File: src/hw/rtl/assert_macros.svh
// assertion macros shared by the ips patch decoder rtl
// no dependencies; assertions compile out when SYNTHESIS is defined
`ifndef ASSERT_MACROS_SVH
`define ASSERT_MACROS_SVH

`ifndef SYNTHESIS

// property must hold at every clock edge outside reset
`define ASSERT_PROP(lbl, clk, rstn, prop) \
  lbl: assert property (@(posedge clk) disable iff (!(rstn)) (prop)) \
    else $error("assertion failed");

// expression must never be true outside reset
`define ASSERT_NEVER(lbl, clk, rstn, expr) \
  lbl: assert property (@(posedge clk) disable iff (!(rstn)) !(expr)) \
    else $error("forbidden condition seen");

`else

`define ASSERT_PROP(lbl, clk, rstn, prop)
`define ASSERT_NEVER(lbl, clk, rstn, expr)

`endif

`endif

File: src/hw/rtl/ipsd_pkg.sv
// types, constants and helpers for the ips patch stream decoder
// no dependencies; used by every rtl module of the block
`default_nettype none

package ipsd_pkg;

  localparam int ADDR_W  = 25;
  localparam int OFF_W   = 24;
  localparam int CNT_W   = 16;
  localparam int BYTE_W  = 8;
  localparam int POS_W   = 3;

  localparam logic [POS_W-1:0] SIG_LAST  = 3'd4;
  localparam logic [POS_W-1:0] SIG_LEN   = 3'd5;
  localparam logic [POS_W-1:0] OFF_BYTES = 3'd3;
  localparam logic [POS_W-1:0] LEN_BYTES = 3'd2;
  localparam logic [OFF_W-1:0] EOF_TAG   = 24'h454F46;

  // result queue
  localparam int QDEPTH = 4;
  localparam int QPTR_W = $clog2(QDEPTH);
  localparam int QCNT_W = QPTR_W + 1;
  localparam logic [QCNT_W-1:0] QFULL = QCNT_W'(QDEPTH);
  localparam logic [QPTR_W-1:0] QPTR_ONE = QPTR_W'(1);
  localparam logic [QCNT_W-1:0] QCNT_ONE = QCNT_W'(1);

  typedef enum logic [2:0] {
    PH_SIG  = 3'd0,
    PH_OFF  = 3'd1,
    PH_LEN  = 3'd2,
    PH_RCNT = 3'd3,
    PH_RVAL = 3'd4,
    PH_DATA = 3'd5,
    PH_DONE = 3'd6,
    PH_ERR  = 3'd7
  } phase_e;

  typedef enum logic [1:0] {
    KIND_CMD    = 2'd0,
    KIND_END    = 2'd1,
    KIND_BADSIG = 2'd2
  } kind_e;

  typedef struct packed {
    kind_e             kind;
    logic [ADDR_W-1:0] addr;
    logic [BYTE_W-1:0] value;
    logic [CNT_W-1:0]  count;
  } result_t;

  // expected signature byte at a position, zero beyond it
  function automatic logic [BYTE_W-1:0] sig_byte(input logic [POS_W-1:0] pos);
    logic [BYTE_W-1:0] b;
    case (pos)
      3'd0:    b = 8'h50;
      3'd1:    b = 8'h41;
      3'd2:    b = 8'h54;
      3'd3:    b = 8'h43;
      3'd4:    b = 8'h48;
      default: b = 8'h00;
    endcase
    return b;
  endfunction

endpackage

`default_nettype wire

File: src/hw/rtl/ipsd_front.sv
// front end: accepts patch bytes, runs the record parser, pushes commands
// depends on ipsd_pkg and assert_macros.svh
`default_nettype none

`include "assert_macros.svh"

module ipsd_front (
  input  wire logic                        clk_i,
  input  wire logic                        rst_ni,
  input  wire logic                        in_valid_i,
  output logic                             in_stall_o,
  input  wire logic [ipsd_pkg::BYTE_W-1:0] patch_byte_i,
  input  wire logic                        file_start_i,
  input  wire logic                        q_full_i,
  output logic                             push_o,
  output ipsd_pkg::result_t                push_data_o
);

  ipsd_pkg::phase_e phase_q, phase_d, phase_c;
  logic [ipsd_pkg::POS_W-1:0]  pos_q, pos_d, pos_c, pos_inc;
  logic [ipsd_pkg::OFF_W-1:0]  off_q, off_d, off_c, off_sh;
  logic [ipsd_pkg::CNT_W-1:0]  len_q, len_d, len_c, len_sh;
  logic [ipsd_pkg::CNT_W-1:0]  left_q, left_d, left_c, left_sh, left_dec;
  logic [ipsd_pkg::ADDR_W-1:0] wptr_q, wptr_d, wptr_c;
  logic                        accept;

  assign in_stall_o = q_full_i;
  assign accept     = in_valid_i && !in_stall_o;

  // a start flag restarts the parser before the byte is taken
  assign phase_c = file_start_i ? ipsd_pkg::PH_SIG : phase_q;
  assign pos_c   = file_start_i ? '0 : pos_q;
  assign off_c   = file_start_i ? '0 : off_q;
  assign len_c   = file_start_i ? '0 : len_q;
  assign left_c  = file_start_i ? '0 : left_q;
  assign wptr_c  = file_start_i ? '0 : wptr_q;

  assign pos_inc  = pos_c + 3'd1;
  assign off_sh   = {off_c[ipsd_pkg::OFF_W-9:0], patch_byte_i};
  assign len_sh   = {len_c[ipsd_pkg::CNT_W-9:0], patch_byte_i};
  assign left_sh  = {left_c[ipsd_pkg::CNT_W-9:0], patch_byte_i};
  assign left_dec = left_c - 16'd1;

  always_ff @(posedge clk_i or negedge rst_ni) begin
    if (!rst_ni) begin
      phase_q <= ipsd_pkg::PH_SIG;
      pos_q   <= '0;
      off_q   <= '0;
      len_q   <= '0;
      left_q  <= '0;
      wptr_q  <= '0;
    end else begin
      phase_q <= phase_d;
      pos_q   <= pos_d;
      off_q   <= off_d;
      len_q   <= len_d;
      left_q  <= left_d;
      wptr_q  <= wptr_d;
    end
  end

  always_comb begin
    phase_d     = phase_q;
    pos_d       = pos_q;
    off_d       = off_q;
    len_d       = len_q;
    left_d      = left_q;
    wptr_d      = wptr_q;
    push_o      = 1'b0;
    push_data_o = '{kind: ipsd_pkg::KIND_CMD, addr: '0, value: '0, count: '0};
    if (accept) begin
      phase_d = phase_c;
      pos_d   = pos_c;
      off_d   = off_c;
      len_d   = len_c;
      left_d  = left_c;
      wptr_d  = wptr_c;
      case (phase_c)
        ipsd_pkg::PH_SIG: begin
          if (pos_c > ipsd_pkg::SIG_LAST || patch_byte_i != ipsd_pkg::sig_byte(pos_c)) begin
            push_o           = 1'b1;
            push_data_o.kind = ipsd_pkg::KIND_BADSIG;
            phase_d          = ipsd_pkg::PH_ERR;
            pos_d            = '0;
          end else if (pos_inc == ipsd_pkg::SIG_LEN) begin
            pos_d   = '0;
            off_d   = '0;
            phase_d = ipsd_pkg::PH_OFF;
          end else begin
            pos_d = pos_inc;
          end
        end
        ipsd_pkg::PH_OFF: begin
          off_d = off_sh;
          pos_d = pos_inc;
          if (pos_inc >= ipsd_pkg::OFF_BYTES) begin
            pos_d = '0;
            if (off_sh == ipsd_pkg::EOF_TAG) begin
              push_o           = 1'b1;
              push_data_o.kind = ipsd_pkg::KIND_END;
              phase_d          = ipsd_pkg::PH_DONE;
            end else begin
              len_d   = '0;
              phase_d = ipsd_pkg::PH_LEN;
            end
          end
        end
        ipsd_pkg::PH_LEN: begin
          len_d = len_sh;
          pos_d = pos_inc;
          if (pos_inc >= ipsd_pkg::LEN_BYTES) begin
            pos_d = '0;
            if (len_sh == '0) begin
              left_d  = '0;
              phase_d = ipsd_pkg::PH_RCNT;
            end else begin
              left_d  = len_sh;
              wptr_d  = {1'b0, off_c};
              phase_d = ipsd_pkg::PH_DATA;
            end
          end
        end
        ipsd_pkg::PH_RCNT: begin
          left_d = left_sh;
          pos_d  = pos_inc;
          if (pos_inc >= ipsd_pkg::LEN_BYTES) begin
            pos_d   = '0;
            phase_d = ipsd_pkg::PH_RVAL;
          end
        end
        ipsd_pkg::PH_RVAL: begin
          // a run with a zero count writes nothing
          if (left_c != '0) begin
            push_o            = 1'b1;
            push_data_o.addr  = {1'b0, off_c};
            push_data_o.value = patch_byte_i;
            push_data_o.count = left_c;
          end
          left_d  = '0;
          off_d   = '0;
          pos_d   = '0;
          phase_d = ipsd_pkg::PH_OFF;
        end
        ipsd_pkg::PH_DATA: begin
          push_o            = 1'b1;
          push_data_o.addr  = wptr_c;
          push_data_o.value = patch_byte_i;
          push_data_o.count = 16'd1;
          wptr_d            = wptr_c + 25'd1;
          left_d            = left_dec;
          if (left_dec == '0) begin
            off_d   = '0;
            pos_d   = '0;
            phase_d = ipsd_pkg::PH_OFF;
          end
        end
        default: begin
        end
      endcase
    end
  end

  `ASSERT_NEVER(a_push_needs_accept, clk_i, rst_ni, push_o && !accept)
  `ASSERT_PROP(a_err_sticks, clk_i, rst_ni,
    (phase_q == ipsd_pkg::PH_ERR && !(accept && file_start_i)) |=> phase_q == ipsd_pkg::PH_ERR)

endmodule

`default_nettype wire

File: src/hw/rtl/ipsd_queue.sv
// short result queue between the parser and the output stage
// depends on ipsd_pkg and assert_macros.svh
`default_nettype none

`include "assert_macros.svh"

module ipsd_queue (
  input  wire logic               clk_i,
  input  wire logic               rst_ni,
  input  wire logic               push_i,
  input  wire ipsd_pkg::result_t  push_data_i,
  output logic                    full_o,
  input  wire logic               pop_i,
  output logic                    valid_o,
  output ipsd_pkg::result_t       data_o
);

  ipsd_pkg::result_t                 mem_q [ipsd_pkg::QDEPTH];
  logic [ipsd_pkg::QPTR_W-1:0]       wr_q, wr_d, rd_q, rd_d;
  logic [ipsd_pkg::QCNT_W-1:0]       cnt_q, cnt_d;
  logic                              do_push, do_pop;

  assign full_o  = (cnt_q == ipsd_pkg::QFULL);
  assign valid_o = (cnt_q != '0);
  assign data_o  = mem_q[rd_q];
  assign do_push = push_i && !full_o;
  assign do_pop  = pop_i && valid_o;

  always_comb begin
    wr_d  = do_push ? wr_q + ipsd_pkg::QPTR_ONE : wr_q;
    rd_d  = do_pop ? rd_q + ipsd_pkg::QPTR_ONE : rd_q;
    cnt_d = cnt_q;
    if (do_push && !do_pop) begin
      cnt_d = cnt_q + ipsd_pkg::QCNT_ONE;
    end else if (do_pop && !do_push) begin
      cnt_d = cnt_q - ipsd_pkg::QCNT_ONE;
    end
  end

  always_ff @(posedge clk_i or negedge rst_ni) begin
    if (!rst_ni) begin
      wr_q  <= '0;
      rd_q  <= '0;
      cnt_q <= '0;
    end else begin
      wr_q  <= wr_d;
      rd_q  <= rd_d;
      cnt_q <= cnt_d;
    end
  end

  always_ff @(posedge clk_i) begin
    if (do_push) begin
      mem_q[wr_q] <= push_data_i;
    end
  end

  `ASSERT_NEVER(a_no_push_when_full, clk_i, rst_ni, push_i && full_o)

endmodule

`default_nettype wire

File: src/hw/rtl/ipsd_back.sv
// back end: output register that takes commands from the queue
// depends on ipsd_pkg and assert_macros.svh
`default_nettype none

`include "assert_macros.svh"

module ipsd_back (
  input  wire logic                         clk_i,
  input  wire logic                         rst_ni,
  input  wire logic                         q_valid_i,
  input  wire ipsd_pkg::result_t            q_data_i,
  output logic                              pop_o,
  output logic                              out_valid_o,
  input  wire logic                         out_stall_i,
  output logic [1:0]                        kind_o,
  output logic [ipsd_pkg::ADDR_W-1:0]       target_address_o,
  output logic [ipsd_pkg::BYTE_W-1:0]       fill_value_o,
  output logic [ipsd_pkg::CNT_W-1:0]        repeat_count_o
);

  logic              valid_q, valid_d;
  ipsd_pkg::result_t data_q;

  // refill the register when it is empty or its transaction completes now
  assign pop_o = q_valid_i && (!valid_q || !out_stall_i);

  always_comb begin
    valid_d = valid_q;
    if (pop_o) begin
      valid_d = 1'b1;
    end else if (!out_stall_i) begin
      valid_d = 1'b0;
    end
  end

  always_ff @(posedge clk_i or negedge rst_ni) begin
    if (!rst_ni) begin
      valid_q <= 1'b0;
    end else begin
      valid_q <= valid_d;
    end
  end

  always_ff @(posedge clk_i) begin
    if (pop_o) begin
      data_q <= q_data_i;
    end
  end

  assign out_valid_o      = valid_q;
  assign kind_o           = data_q.kind;
  assign target_address_o = data_q.addr;
  assign fill_value_o     = data_q.value;
  assign repeat_count_o   = data_q.count;

  `ASSERT_PROP(a_pop_fills_reg, clk_i, rst_ni, pop_o |=> valid_q)

endmodule

`default_nettype wire

File: src/hw/rtl/ips_patch_stream_decoder_top.sv
// ips patch stream decoder: the block's top level
// depends on ipsd_pkg, ipsd_front, ipsd_queue and ipsd_back
//
// usage:
//   input channel: in_valid_i / in_stall_o carry one patch byte per transaction,
//   with file_start_i raised on the first byte of a new file (that byte is
//   parsed as the first signature byte).
//   output channel: out_valid_o / out_stall_i carry one command per transaction:
//   kind 0 is a write or fill (address, value, count), 1 the end tag, 2 a bad
//   signature. Bytes that complete nothing give no output transaction.
//   throughput: one byte per cycle while in_stall_o is low; each byte is parsed in
//   the cycle it is accepted, so no byte depends on a later result.
//   path: a command is pushed into a four-entry queue at the edge that accepts
//   its byte, then moved into the output register once that register is empty
//   or its command is taken.
//   stalls: while the receiver stalls, the output register holds its command
//   and the queue fills; in_stall_o rises once the queue is full.
//   reset: the parser returns to the signature phase, the queue empties and
//   out_valid_o drops.
`default_nettype none

module ips_patch_stream_decoder_top (
  input  wire logic                         clk_i,
  input  wire logic                         rst_ni,
  input  wire logic                         in_valid_i,
  output logic                              in_stall_o,
  input  wire logic [ipsd_pkg::BYTE_W-1:0]  patch_byte_i,
  input  wire logic                         file_start_i,
  output logic                              out_valid_o,
  input  wire logic                         out_stall_i,
  output logic [1:0]                        kind_o,
  output logic [ipsd_pkg::ADDR_W-1:0]       target_address_o,
  output logic [ipsd_pkg::BYTE_W-1:0]       fill_value_o,
  output logic [ipsd_pkg::CNT_W-1:0]        repeat_count_o
);

  logic              push, q_full, q_valid, pop;
  ipsd_pkg::result_t push_data, q_data;

  ipsd_front u_front (
    .clk_i        (clk_i),
    .rst_ni       (rst_ni),
    .in_valid_i   (in_valid_i),
    .in_stall_o   (in_stall_o),
    .patch_byte_i (patch_byte_i),
    .file_start_i (file_start_i),
    .q_full_i     (q_full),
    .push_o       (push),
    .push_data_o  (push_data)
  );

  ipsd_queue u_queue (
    .clk_i       (clk_i),
    .rst_ni      (rst_ni),
    .push_i      (push),
    .push_data_i (push_data),
    .full_o      (q_full),
    .pop_i       (pop),
    .valid_o     (q_valid),
    .data_o      (q_data)
  );

  ipsd_back u_back (
    .clk_i            (clk_i),
    .rst_ni           (rst_ni),
    .q_valid_i        (q_valid),
    .q_data_i         (q_data),
    .pop_o            (pop),
    .out_valid_o      (out_valid_o),
    .out_stall_i      (out_stall_i),
    .kind_o           (kind_o),
    .target_address_o (target_address_o),
    .fill_value_o     (fill_value_o),
    .repeat_count_o   (repeat_count_o)
  );

endmodule

`default_nettype wire

File: config.mk
export PLATFORM = sky130hd
export DESIGN_NAME = ips_patch_stream_decoder_top
export DESIGN_NICKNAME = d
export VERILOG_FILES = /design/src/hw/rtl/ipsd_pkg.sv /design/src/hw/rtl/ipsd_front.sv /design/src/hw/rtl/ipsd_queue.sv /design/src/hw/rtl/ipsd_back.sv /design/src/hw/rtl/ips_patch_stream_decoder_top.sv
export VERILOG_INCLUDE_DIRS = /design/src /design/src/hw/rtl
export SDC_FILE = /design/constraint.sdc
export NUM_CORES = 1
export LEC_CHECK = 0
export BUFFER_PORTS_ARGS = -buffer_cell sky130_fd_sc_hd__buf_2
export CAP_MARGIN = 20
export CORE_MARGIN = 5
export CORE_UTILIZATION = 53
export CTS_BUF_LIST = sky130_fd_sc_hd__clkbuf_16
export CTS_CLUSTER_SIZE = 40
export DETAILED_ROUTE_END_ITERATION = 12
export GPL_ROUTABILITY_DRIVEN = 0
export PLACE_DENSITY_LB_ADDON = 0.2
export SETUP_SLACK_MARGIN = 0.02
export SYNTH_ARGS = -nofsm -noshare
export SYNTH_HDL_FRONTEND = slang
export SYNTH_HIERARCHICAL = 1
export SYNTH_SLANG_ARGS = --single-unit
export TNS_END_PERCENT = 20
File: constraint.sdc
create_clock -name clk_i -period 4.5 [get_ports clk_i]
set_clock_uncertainty 0.1 [all_clocks]
set_input_delay 0 -clock clk_i [delete_from_list [all_inputs] [get_ports clk_i]]
set_output_delay 0 -clock clk_i [all_outputs]
set_load 0.01 [all_outputs]
==> metrics.yaml <==
cts_hold_buf: 14
clock-root-buffer: "clkbuf_16"
ys_types: 79
synth.most_common_cell: "edfxtp_1"
power.density_mw_per_mm2: 586
syn-cell-area_sq_mm: 0.0152
regToRegStartpoint: "u_front/pos_q[0]"
num_antenna_cells: 0
hold_class: "input port to register"
synth_common_cells: "edfxtp_1 (255), dfrtp_1 (87), nand2_1 (78)"
async_flop_share_pct: 25.4
fin_util_pct: 60.6
crit_slowest_cell: "dlygate4sd3_1"
fmax_ghz: 0.239
routed-via-count: 9748
min_period_ns: 4.18
ys_warn_count: 6
clk_pin_slew_ns: 0.06
grt_pass1_vias: 9524
ys_top_cells_by_area: "edfxtp_1 (50%), dfrtp_1 (14%), mux4_2 (7.1%)"
routed_wl_um: 34900
finalSetupViolations: 0
placed_cell_area_sq_mm: 0.0159
drtIter0Drc: 1043
wl_per_cell_um: 22.2
start_kind: "input port"
endpoint_kind: "register"
cp.arrival_ns: 4.52
synth_ff_type: "edfxtp_1"
insertion_delay_ns: 0.53
fp-row-count: 62
cts_tree: "done"
synthCells: 1074
fp.dieArea_sq_mm: 0.0321
placed_cells: 1492
maxSlewViolCount: 0
finalHoldViolCount: 0
drive_above_1_share_pct: 19.1
die_w_um: 179
critPathCapture: "u_queue/cnt_q[2]"
max-vdd-ir-drop_mv: 0.699
outcome: "finished clean"
synth_edf_count: 255
syn_nets: 1101
min_period_over_period_pct: 92.8
cts_made_buffers: 36
max-slew-margin-rel_pct: 32.1
fin_cells: 1572
cp.depth: 21
r2r_slack_ns: 0.51
crit_fanout: 11
path_cells: "dlygate4sd3_1 -> buf_2 -> inv_1 -> nand2_1 -> inv_1 -> ha_1 -> ha_1 -> a21oi_1 -> xnor2_1 -> nor4_1 -> buf_4 -> nand2b_1 -> and2_1 -> a211oi_1 -> nor2b_1 -> ha_1 -> inv_1 -> fa_1 -> xor2_1 -> nor2_1 -> xor2_1"
grt-ovfl-total: 0
critPathKind: "input port to register"
yosys.area.top_type: "edfxtp_1"
grt_pass1_wl_um: 54400
ctsResizeCount: 0
path_delay_family: "buffers and inverters"
clock_sinks: 342
drtAntennaViolNets: 0
synthAdderAreaFrac_pct: 1.20
design_area_sq_mm: 0.0173
grt_usage_pct: 21.9
max-clock-path-buffers: 3
r2r-end: "u_queue/cnt_q[2]"
synthXorXnorAreaFrac_pct: 1.44
synth-compound-area-share_pct: 11.6
portBuffers: 65
synth_top_family_by_area: "compound AO/OA/AOI/OAI gates"
reg2reg_depth: 18
cp_num_buf_inv: 6
dp_hpwl_um: 21800
areaGrowthSynthToFinish_pct: 13.7
worst_path_largest_cell_delay_ns: 0.52
drcViolationCount: 0
htreeDepth: 2
vias_per_cell: 6.20
drv_cap: 0
io_pins: 66
netlist.area_leader.share_pct: 50.4
ys_seq_area_share_pct: 64.8
ys_ff_latch: 342
drtPass1Iterations: 6
hold_ws_ns: 0.178
synth-simple-area-share_pct: 9.78
antenna_found_initial: 0
rsz0062_at_grt: "no"
synth_mux_area_share_pct: 8.09
leakage_nw: 6.27
grt_max_degree: 53
core_sq_mm: 0.0285
die_y_um: 179
worstSetupStartpoint: "file_start_i"
fin_nets: 1187
start_util_pct: 53.3
worst-slew-pin-transition_ns: 1.01
required_ns: 4.84
avgSynthCellArea_sq_um: 14.1
post_cts_buffers: 0
[layout make-up]
| cell class | count | area (sq um) |
|---|---|---|
| Fill cell | 2203 | 11200 |
| Sequential cell | 342 | 9840 |
| Multi-Input combinational cell | 643 | 4900 |
| Clock buffer | 37 | 926 |
| Timing Repair Buffer | 114 | 773 |
| Tap cell | 384 | 480 |
| Clock inverter | 29 | 253 |
| Inverter | 23 | 86.3 |
[sequential cells by signal, indices dropped and copies added (netlist names)]
signal and count:
u_back/fill_value_o 8, u_back/kind_o 2, u_back/out_valid_o 1, u_back/repeat_count_o 16
u_back/target_address_o 25, u_front/left_q 16, u_front/len_q 8, u_front/off_q 24
u_front/phase_q 3, u_front/pos_q 3, u_front/wptr_q 25, u_queue/cnt_q 3
u_queue/mem_q 204, u_queue/rd_q 2, u_queue/wr_q 2
[cells in the final DEF (no fill, tap or decap), drive strengths merged, types with 15 or more instances in the layout]
master / Yosys / final
inv: 23 / 33
a22o: 45 / 45
nand2: 78 / 78
and2: 28 / 28
a22oi: 20 / 20
o21ai: 71 / 71
nor3: 15 / 15
nor2b: 17 / 17
xnor2: 18 / 18
a21oi: 59 / 59
edfxtp: 255 / 255
nor2: 61 / 61
dfrtp: 87 / 87
mux4: 51 / 51
nand3: 21 / 21
buf: 25 / 101
clkbuf: 41 / 37
nor4: 16 / 16
[power by group]
part / switching, W / internal (W)
clock network: 0.00119 / 0.00173
registers: 0.000496 / 0.00407
logic: 0.00148 / 0.00115
[through the flow]
step           TNS (ns)  worst slack, ns  total power (W)
3_3_place_gp          0            0.477          0.00720
2_1_floorplan    -72.44           -0.473          0.00645
6_report              0            0.324           0.0101
5_1_grt               0           0.0250           0.0106
3_5_place_dp          0            0.380          0.00723
4_1_cts               0            0.352           0.0102
[worst min-delay path, stage by stage]
cell	delay, ns
dlygate4sd3_1	0.52
buf_2	0.13
a21o_1	0.11
[cells by family after synthesis]
| family | count (synthesis) |
|---|---|
| and+or+nand+nor | 285 |
| xor gates and xnor gates | 25 |
| DFF | 342 |
| AOI/OAI and AO/OA | 262 |
| adders and majority gates | 14 |
| muxes | 57 |
| buffers and inverters | 89 |
[metal layers]
metal  vias to the layer above  routed length, um  part of all wire (%)  GRT usage (%)
met4                         0                742                   2.1           5.87
met3                        61               2700                   7.7           4.51
met2                       430              16200                    47           33.9
met1                      4905              15200                    44           32.0
met5                         -                  0                     0              0
li1                       4352                  -                     -              -
[how the worst min path moves through the flow]
| stage | slack, ns | end | startpoint | depth (start not counted) |
|---|---|---|---|---|
| 5_1_grt | 0.20 | u_back/out_valid_o | out_stall_i | 3 |
| 3_3_place_gp | -0.04 | u_front/wptr_q[18] | rst_ni | 1 |
| 3_5_place_dp | -0.04 | u_front/wptr_q[18] | rst_ni | 1 |
| 6_report | 0.18 | u_back/out_valid_o | out_stall_i | 3 |
| 2_1_floorplan | -0.40 | u_back/out_valid_o | rst_ni | 0 |
| 4_1_cts | 0.16 | u_back/out_valid_o | out_stall_i | 3 |
No activity file was read; power rests on OpenSTA's default activity.
